==> src/hdl/dnd_pkg.sv <==
`timescale 1ns / 1ps
// dnd_pkg: types, constants and microcode store for the day number to date unit.
// No dependencies.
package dnd_pkg;

  localparam int unsigned UPC_BITS = 2;
  typedef logic [UPC_BITS-1:0] upc_t;

  localparam logic [10:0] BASE_YEAR    = 11'd1970;
  localparam logic [1:0]  BASE_MOD4    = 2'd2;
  localparam logic [6:0]  BASE_MOD100  = 7'd70;
  localparam logic [8:0]  BASE_MOD400  = 9'd370;
  localparam logic [6:0]  CENTURY_LAST = 7'd99;
  localparam logic [8:0]  QUAD_LAST    = 9'd399;
  localparam logic [8:0]  DAYS_LEAP    = 9'd366;
  localparam logic [8:0]  DAYS_COMMON  = 9'd365;
  localparam logic [3:0]  MONTH_DEC    = 4'd11;
  localparam logic [3:0]  MONTH_FEB    = 4'd1;

  localparam upc_t STEP_IDLE  = 2'd0;
  localparam upc_t STEP_YEAR  = 2'd1;
  localparam upc_t STEP_MONTH = 2'd2;
  localparam upc_t STEP_EMIT  = 2'd3;

  typedef enum logic [1:0] {
    OP_LOAD,
    OP_YEAR,
    OP_MONTH,
    OP_EMIT
  } op_e;

  typedef enum logic [1:0] {
    COND_START,
    COND_YEAR_FITS,
    COND_MONTH_FITS,
    COND_ALWAYS
  } cond_e;

  typedef struct packed {
    op_e   op;
    cond_e cond;
    upc_t  tgt_true;
    upc_t  tgt_false;
  } uword_t;

  function automatic uword_t ucode(upc_t addr);
    uword_t w;
    case (addr)
      STEP_IDLE:  w = '{OP_LOAD,  COND_START,      STEP_YEAR,  STEP_IDLE};
      STEP_YEAR:  w = '{OP_YEAR,  COND_YEAR_FITS,  STEP_YEAR,  STEP_MONTH};
      STEP_MONTH: w = '{OP_MONTH, COND_MONTH_FITS, STEP_MONTH, STEP_EMIT};
      STEP_EMIT:  w = '{OP_EMIT,  COND_ALWAYS,     STEP_IDLE,  STEP_IDLE};
      default:    w = '{OP_EMIT,  COND_ALWAYS,     STEP_IDLE,  STEP_IDLE};
    endcase
    return w;
  endfunction

  function automatic logic [4:0] month_len(logic [3:0] m, logic is_leap);
    logic [4:0] len;
    case (m)
      4'd0, 4'd2, 4'd4, 4'd6, 4'd7, 4'd9, 4'd11: len = 5'd31;
      4'd3, 4'd5, 4'd8, 4'd10:                   len = 5'd30;
      MONTH_FEB:                                 len = is_leap ? 5'd29 : 5'd28;
      default:                                   len = 5'd31;
    endcase
    return len;
  endfunction

endpackage

==> src/hdl/day_number_to_date_unit.sv <==
`timescale 1ns / 1ps
// day_number_to_date_unit: days since 1970-01-01 to Gregorian year/month/day.
// Depends on dnd_pkg (microcode store, month table, constants).
//
// A conversion starts on start while busy is low and ends with a one-cycle
// done_o beat carrying year_o, month_o and day_of_month_o; the receiver
// cannot stall it. A four-step microprogram drives one subtractor: a load
// step, a year-length loop that takes off one elapsed year per pass, a month
// loop that takes off one whole month per pass (at most 11), and an emit
// step. busy stays high throughout, so items are converted one at a time.
module day_number_to_date_unit #(
  parameter int unsigned DAY_NUMBER_BITS = 20
) (
  input  logic                       clk_i,
  input  logic                       rst_ni,
  input  logic                       start,
  output logic                       busy,
  input  logic [DAY_NUMBER_BITS-1:0] day_number_i,
  output logic                       done_o,
  output logic [12:0]                year_o,
  output logic [3:0]                 month_o,
  output logic [4:0]                 day_of_month_o
);
  import dnd_pkg::*;

  localparam int unsigned YEAR_BITS = (DAY_NUMBER_BITS > 20) ? DAY_NUMBER_BITS - 7 : 13;

  upc_t                       upc_q, upc_d;
  uword_t                     uw;
  logic [DAY_NUMBER_BITS-1:0] rest_q, rest_d;
  logic [YEAR_BITS-1:0]       year_q, year_d;
  logic [1:0]                 mod4_q, mod4_d;
  logic [6:0]                 mod100_q, mod100_d;
  logic [8:0]                 mod400_q, mod400_d;
  logic [3:0]                 month_q, month_d;

  logic                       is_leap;
  logic [DAY_NUMBER_BITS-1:0] ylen, mlen;
  logic                       year_fits, month_fits, cond_ok;

  assign uw      = ucode(upc_q);
  assign is_leap = ((mod4_q == 2'd0) && (mod100_q != 7'd0)) || (mod400_q == 9'd0);
  assign ylen    = {{(DAY_NUMBER_BITS-9){1'b0}}, (is_leap ? DAYS_LEAP : DAYS_COMMON)};
  assign mlen    = {{(DAY_NUMBER_BITS-5){1'b0}}, month_len(month_q, is_leap)};
  assign year_fits  = rest_q >= ylen;
  assign month_fits = (month_q < MONTH_DEC) && (rest_q >= mlen);

  // sequencer
  always_comb begin
    case (uw.cond)
      COND_START:      cond_ok = start;
      COND_YEAR_FITS:  cond_ok = year_fits;
      COND_MONTH_FITS: cond_ok = month_fits;
      COND_ALWAYS:     cond_ok = 1'b1;
      default:         cond_ok = 1'b1;
    endcase
    upc_d = cond_ok ? uw.tgt_true : uw.tgt_false;
  end

  // datapath
  always_comb begin
    rest_d   = rest_q;
    year_d   = year_q;
    mod4_d   = mod4_q;
    mod100_d = mod100_q;
    mod400_d = mod400_q;
    month_d  = month_q;
    case (uw.op)
      OP_LOAD: begin
        rest_d   = day_number_i;
        year_d   = YEAR_BITS'(BASE_YEAR);
        mod4_d   = BASE_MOD4;
        mod100_d = BASE_MOD100;
        mod400_d = BASE_MOD400;
        month_d  = 4'd0;
      end
      OP_YEAR: begin
        if (year_fits) begin
          rest_d   = rest_q - ylen;
          year_d   = year_q + YEAR_BITS'(1);
          mod4_d   = mod4_q + 2'd1;
          mod100_d = (mod100_q == CENTURY_LAST) ? 7'd0 : mod100_q + 7'd1;
          mod400_d = (mod400_q == QUAD_LAST) ? 9'd0 : mod400_q + 9'd1;
        end
      end
      OP_MONTH: begin
        if (month_fits) begin
          rest_d  = rest_q - mlen;
          month_d = month_q + 4'd1;
        end
      end
      default: ;
    endcase
  end

  always_ff @(posedge clk_i or negedge rst_ni) begin
    if (!rst_ni) begin
      upc_q <= STEP_IDLE;
    end else begin
      upc_q <= upc_d;
    end
  end

  always_ff @(posedge clk_i) begin
    rest_q   <= rest_d;
    year_q   <= year_d;
    mod4_q   <= mod4_d;
    mod100_q <= mod100_d;
    mod400_q <= mod400_d;
    month_q  <= month_d;
  end

  // outputs
  always_comb begin
    busy           = (upc_q != STEP_IDLE);
    done_o         = (uw.op == OP_EMIT);
    year_o         = year_q[12:0];
    month_o        = month_q + 4'd1;
    day_of_month_o = rest_q[4:0] + 5'd1;
  end

  a_done_then_idle: assert property (@(posedge clk_i) disable iff (!rst_ni)
    done_o |=> !busy)
    else $error("not idle after result beat");

  a_start_busy: assert property (@(posedge clk_i) disable iff (!rst_ni)
    (start && !busy) |=> busy)
    else $error("accepted beat did not raise busy");

  a_month_range: assert property (@(posedge clk_i) disable iff (!rst_ni)
    done_o |-> (month_o >= 4'd1) && (month_o <= 4'd12))
    else $error("month out of range");

  a_day_range: assert property (@(posedge clk_i) disable iff (!rst_ni)
    done_o |-> (rest_q < {{(DAY_NUMBER_BITS-5){1'b0}}, 5'd31}))
    else $error("day of month out of range");

endmodule

==> config.mk <==
export PLATFORM = sky130hd
export DESIGN_NAME = day_number_to_date_unit
export DESIGN_NICKNAME = d
export VERILOG_FILES = /design/src/hdl/dnd_pkg.sv /design/src/hdl/day_number_to_date_unit.sv
export SDC_FILE = /design/constraint.sdc
export NUM_CORES = 1
export LEC_CHECK = 0
export ABC_AREA = 1
export ABC_CLOCK_PERIOD_IN_PS = 7400
export BUFFER_PORTS_ARGS = -buffer_cell sky130_fd_sc_hd__clkbuf_2
export CAP_MARGIN = 0
export CORE_ASPECT_RATIO = 0.8
export CORE_MARGIN = 2
export CORE_UTILIZATION = 55
export DETAILED_ROUTE_END_ITERATION = 16
export PLACE_DENSITY = 0.78
export RECOVER_POWER = 100
export SLEW_MARGIN = 15
export SYNTH_ARGS = -nofsm -noshare
export SYNTH_HDL_FRONTEND = slang
export SYNTH_SLANG_ARGS = --single-unit
export TNS_END_PERCENT = 5
==> constraint.sdc <==
create_clock -name clk_i -period 7.4 [get_ports clk_i]
set_clock_uncertainty 0.2 [all_clocks]
set_input_delay 0.74 -clock clk_i [delete_from_list [all_inputs] [get_ports clk_i]]
set_output_delay 0.74 -clock clk_i [all_outputs]
set_load 0.02 [all_outputs]
# Yosys cells after proc, flatten, opt, wreduce, memory -nomap -nowiden
# Cells that the tools add are included.
# Widths: inputs -> output; s select.
dict set report classes {
  n_addsub 8
  order_cmp 3
  eq_ne 18
  mux 21
  n_reduce_logical 17
}
# cell n
set ops {}
lappend ops {{$pmux 20 s3} 1}
lappend ops {{$mux 20} 2}
lappend ops {{$pmux 8 s4} 1}
lappend ops {{$pmux 13 s2} 1}
lappend ops {{$ge 20x5->1} 1}
lappend ops {{$ge 20x9->1} 1}
lappend ops {{$sub 20x5->20} 1}
lappend ops {{$sub 20x9->20} 1}
lappend ops {{$mux 9} 2}
lappend ops {{$pmux 9 s2} 1}
lappend ops {{$mux 7} 2}
lappend ops {{$pmux 7 s2} 1}
lappend ops {{$add 13x1->13 const B} 1}
lappend ops {{$mux 13} 1}
lappend ops {{$eq 2x2->1 const B} 6}
lappend ops {{$add 9x1->9 const B} 1}
lappend ops {{$eq 9x9->1 const B} 1}
lappend ops {{$logic_not 9->1} 1}
lappend ops {{$eq 4x4->1 const B} 2}
lappend ops {{$logic_not 2->1} 4}
lappend ops {{$pmux 2 s2} 2}
lappend ops {{$pmux 4 s2} 1}
lappend ops {{$add 7x1->7 const B} 1}
lappend ops {{$eq 7x7->1 const B} 1}
lappend ops {{21 further kinds} 30}
dict set report totals {
  reg_bits 57
  inputBits 23
  output_inout_bits 24
  word_cells 74
}

# Logic depth before layout (Yosys ltp)
dict set report depth {
  depth_word 9
  ltp_mapped 19
  depth_no_buf 19
}

# Worst setup path before layout
# OpenSTA, ideal clock, no wires.
dict set report synth_path {
  kind {flip-flop to flip-flop}
  startpoint {register month_q[0]}
  endpoint {register rest_q[0], enable pin}
  setup_time_ps 422
  arrival_time_ps 3681
  required_time_ps 6778
  slack_ps 3096
  stages_incl_launch_ff 15
  path_buffers 0
  period_less_slack_ps 4304
  path_cell_list {edfxtp_1 > inv_1 > ha_1 > nor2_1 > o311ai_0 > o21ai_1 > ha_1 > fa_1 > nor2_1 > nand2_2 > nand2_2 > nor2_2 > nand2_2 > a21oi_1 > nor3_1}
}
dict set report synth_between {
  elab_chain_len 7
  elab_cells_between_ends 12
  cone_classes {2 x order compare; 6 x eq/ne; 1 x mux; 3 x reduce/logical}
}
# item line_no
set synth_lines {}
lappend synth_lines {{from (decl)} day_number_to_date_unit.sv:35} ;# logic [3:0] month_q, month_d;
lappend synth_lines {{from (signal assigned)} day_number_to_date_unit.sv:110} ;# month_q <= month_d;
lappend synth_lines {{$eq 4x2->1 (tied with other cells)} dnd_pkg.sv:60} ;# case (m)
lappend synth_lines {{$reduce_or 4->1} dnd_pkg.sv:60}
lappend synth_lines {{$pmux 2 s2} dnd_pkg.sv:60}
lappend synth_lines {{$ge 20x5->1} day_number_to_date_unit.sv:46} ;# assign month_fits = (month_q < MONTH_DEC) && (rest_q >= mlen);
lappend synth_lines {{$logic_and 1x1->1 (*)} day_number_to_date_unit.sv:46}
lappend synth_lines {{$ne 2x2->1 (no line) (*)} n/a}
lappend synth_lines {{$reduce_and 3->1 (no line) (*)} n/a}
lappend synth_lines {{to (signal assigned)} day_number_to_date_unit.sv:105} ;# rest_q <= rest_d;
lappend synth_lines {{to (decl)} day_number_to_date_unit.sv:30} ;# logic [DAY_NUMBER_BITS-1:0] rest_q, rest_d;
# Mark *: on every way between the ends. The rest lies on a longest branch, timed or not.
# A chain may end at the register's enable or synchronous reset.

# Worst setup path in the final report
dict set report layout_path {
  startpoint {register upc_q[1]}
  endpoint {register mod100_q[6], enable pin}
}
dict set report layout_between {
  elab_chain_len 5
  elab_cells_between_ends 10
  cone_classes {5 x eq/ne; 1 x mux; 4 x reduce/logical}
}
# item line_no
set layout_lines {}
lappend layout_lines {{from (decl)} day_number_to_date_unit.sv:28} ;# upc_t upc_q, upc_d;
lappend layout_lines {{from (signal assigned)} day_number_to_date_unit.sv:100} ;# upc_q <= upc_d;
lappend layout_lines {{$eq 2x2->1 (tied with other cells)} dnd_pkg.sv:48} ;# case (addr)
lappend layout_lines {{$pmux 8 s4 (*)} dnd_pkg.sv:48}
lappend layout_lines {{$eq 2x1->1 or $logic_not 2->1 (tied branches)} day_number_to_date_unit.sv:68} ;# case (uw.op)
lappend layout_lines {{$ne 2x2->1 (no line) or $reduce_bool 2->1 (tied branches)} n/a}
lappend layout_lines {{$reduce_and 2->1 (no line) (*)} n/a}
lappend layout_lines {{to (signal assigned)} day_number_to_date_unit.sv:108} ;# mod100_q <= mod100_d;
lappend layout_lines {{to (decl)} day_number_to_date_unit.sv:33} ;# logic [6:0] mod100_q, mod100_d;
# Marks and branches as above.

==> impl_metrics.csv <==
group,metric,value,unit
outcome,status,"finished, violations left",
outcome,violations,"capacitance limit, slew limit",
sta,layout_min_cycle_time,4.95,ns
route,drc_errors,0,
clock_network,cts_sinks,57,
route,routed_wirelength,10.2,mm
worst_setup_path,crit_start,"upc_q[1]",
clock_network,tritoncts,"yes",
synth,yosysMostFrequentCell,"nand2_1",
min_path,hold_class,"reg -> reg",
grt,grt_use_total,24.8,%
clock_network,clk_pin_slew_worst_paths,0.06,ns
worst_setup_path,path_class,"reg -> reg",
grt,grt_pass1_wl,17.2,mm
finish,finalNetCount,667,
clock_network,cts_resized,0,
worst_setup_path,crit_end,"mod100_q[6]",
clock_network,cts.htree.levels,3,
floorplanning,die_w,103,um
finish,multi_input_area,2200,um2
placed_design,dpl.hpwl,7.30,mm
clock_network,postCtsSetupBuffers,0,
grt,antenna_found_initial,0,
synth,async_reset_ff_share,3.51,%
placed_design,gp_congestion,0.950,
synth,yosys_warnings,0,
synth,synth_nets,621,
synth,ys_types,34,
worst_setup_path,timing.rr.start,"upc_q[1]",
clock_network,cts_made_buffers,9,
route,route.vias.total,3981,
sta,tns,0,ns
worst_setup_path,critical_path_arrival,4.68,ns
floorplanning,die_area,8630,um2
synth,synth_edf_count,55,
worst_setup_path,crit_chain,"inv_1, ha_1, clkbuf_1, inv_1, o21bai_1, o21ai_2, clkbuf_1",
clock_network,cts_buffer_depth,2,
sta,fin_crit_sh,66.9,%
synth,syn_area,4340,um2
worst_setup_path,rrSetupSlack,2.45,ns
power,leakage,2.10,nW
clock_network,root_buffer,"clkbuf_8",
sta,setup_viol,0,
grt,overflow,0,
floorplanning,core_area,7530,um2
sta,tightest_slew,1.68,ns
placed_design,io_buffers,46,
worst_setup_path,cp-end-kind,"register",
floorplanning,core.rowCount,28,
finish,fillCellCount,725,
sta,drv_slew,64,
worst_setup_path,crit_buf_inv,4,
worst_setup_path,r2r_cells,7,
worst_setup_path,rr_endpoint,"mod100_q[6]",
synth,synth_ff_type,"edfxtp_1",
worst_setup_path,cp_num_cells,7,
floorplanning,die_h,83.5,um
synth,avgSynthCellArea,7.56,um2
power,ir_worst_vdd,0.000344,V
clock_network,clk-insertion-delay-late,0.34,ns
finish,diodes,0,
worst_setup_path,start_kind,"register",
synth,yosysTopAreaCell,"edfxtp_1",
power,power_density,473,nW/um2
route,vias_per_cell,5.45,
sta,fmax,0.202,GHz
route,first_iter_violations,285,
synth,ys_top_cells_by_area,"edfxtp_1 38%, nand2_1 9.7%, inv_1 6.8%",
worst_setup_path,cp.required,7.13,ns
route,dr.pass1.iters,5,
worst_setup_path,crit_slowest_cell,"clkbuf_1",
run,max_cap_viol_count,2,
worst_setup_path,slowest_delay,1.24,ns
route,wire_per_inst,13.9,um
floorplanning,num_io_pins,47,
sta,hold_viol,0,
finish,area_growth,9.39,%
synth,synth_top_area_share,38.0,%
worst_setup_path,critPathTopFamily,"buffers and inverters",
placed_design,dp_cells,714,
finish,drive_above_1_share,11.3,%
worst_setup_path,critPathMaxFanout,31,
sta,grt_setup_unrepaired,"no",
grt,grt_pass1_vias,3733,
floorplanning,initial_core_util,57.7,%
synth,ys_top_cells_by_count,"112 x nand2_1, 79 x inv_1, 74 x nor2_1, 55 x edfxtp_1, 47 x nand3_1",
finish,register_area,1700,um2
synth,seq_area_frac_synth,39.2,%
synth,ys_seq_elements,57,
route,ant_nets,0,
sta,relSlewSlack,-12.3,%
grt,grt_max_degree,32,
synth,synthCells,575,
finish,stdcell_count,731,
sta,whs,0.382,ns
==> worst min path at each step <==
stage / from / endpoint / depth (start not counted)
2_1_floorplan: rst_ni / upc_q[0] / 0
3_3_place_gp: rst_ni / upc_q[1] / 1
3_5_place_dp: rst_ni / upc_q[1] / 1
4_1_cts: mod4_q[0] / mod4_q[0] / 1
5_1_grt: mod100_q[0] / mod100_q[0] / 1
6_report: mod4_q[0] / mod4_q[0] / 1
==> stage by stage <==
stage	setup WS [ns]	utilization, %	power (mW)	area, um2
final	2.45	63.1	2.25	4750
after global routing	2.10	63.1	2.45	4750
after CTS	4.00	64.0	2.27	4820
after detailed placement	4.02	61.4	1.98	4630
after global placement	4.11	61.4	1.94	4630
after floorplan	3.10	-	1.69	4340
==> repair_timing <==
action / in CTS / in global routing
endpoints found under the setup margin: 0 / 0
hold buffers: 1 / 0
endpoints found under the hold margin: 2 / 0
==> cell families (layout without fill, tap and decap cells) <==
group | count (synthesis) | count (layout) | synth area share [%]
buffers and inverters | 99 | 150 | 9.76
AND/OR/NAND/NOR | 294 | 294 | 31.0
AO/OA/AOI/OAI | 97 | 97 | 12.1
flip-flops | 57 | 57 | 39.2
adder cells (fa/ha/maj) | 23 | 23 | 6.97
XOR/XNOR | 5 | 5 | 1.01
==> report_power, final <==
group          leakage [nW]  total, mW  switching, mW  internal [mW]
Combinational          1.45       1.21          0.850          0.362
Sequential            0.549      0.753          0.156          0.597
Clock                0.0978      0.281          0.129          0.152
==> sequential cells by signal, indices dropped and copies added, names as in the netlist <==
register  count
year_o       13
month_q       4
upc_q         2
mod4_q        2
rest_q       20
mod400_q      9
mod100_q      7
==> cells in the final DEF, fill, tap and decap left out, drive strengths merged, types with 6 or more instances in the layout <==
cell,instances
nand4,11
edfxtp,55
o21ai,42
or2,7
nand3,51
nor3,13
clkinv,6
a31oi,11
clkbuf,58
nor2,82
a21oi,38
ha,21
inv,84
nand2,125
==> worst register-to-register path: cells and delay by family, from the launching register on <==
family,cells,cell delay (ns)
DFF,1,0.42
adders and majority gates,1,0.16
buffers and inverters,4,3.31
AOI/OAI and AO/OA,2,0.47
==> layer usage <==
metal / GRT usage (%) / part of all wire, % / vias to the layer above
met5: 0 / 0 / -
met4: 4.78 / 0.91 / 0
met3: 5.28 / 7.8 / 14
met2: 37.8 / 44 / 128
met1: 36.6 / 47 / 1830
li1: - / - / 2009
==> layout make-up <==
class,instances,share of cell area [%]
Inverter,84,6.64
Clock inverter,7,1.29
Clock buffer,9,2.61
Sequential cell,57,35.8
Tap cell,105,2.76
Timing Repair Buffer,50,4.63
Multi-Input combinational cell,419,46.3
Power figures use the tool's default switching activity.
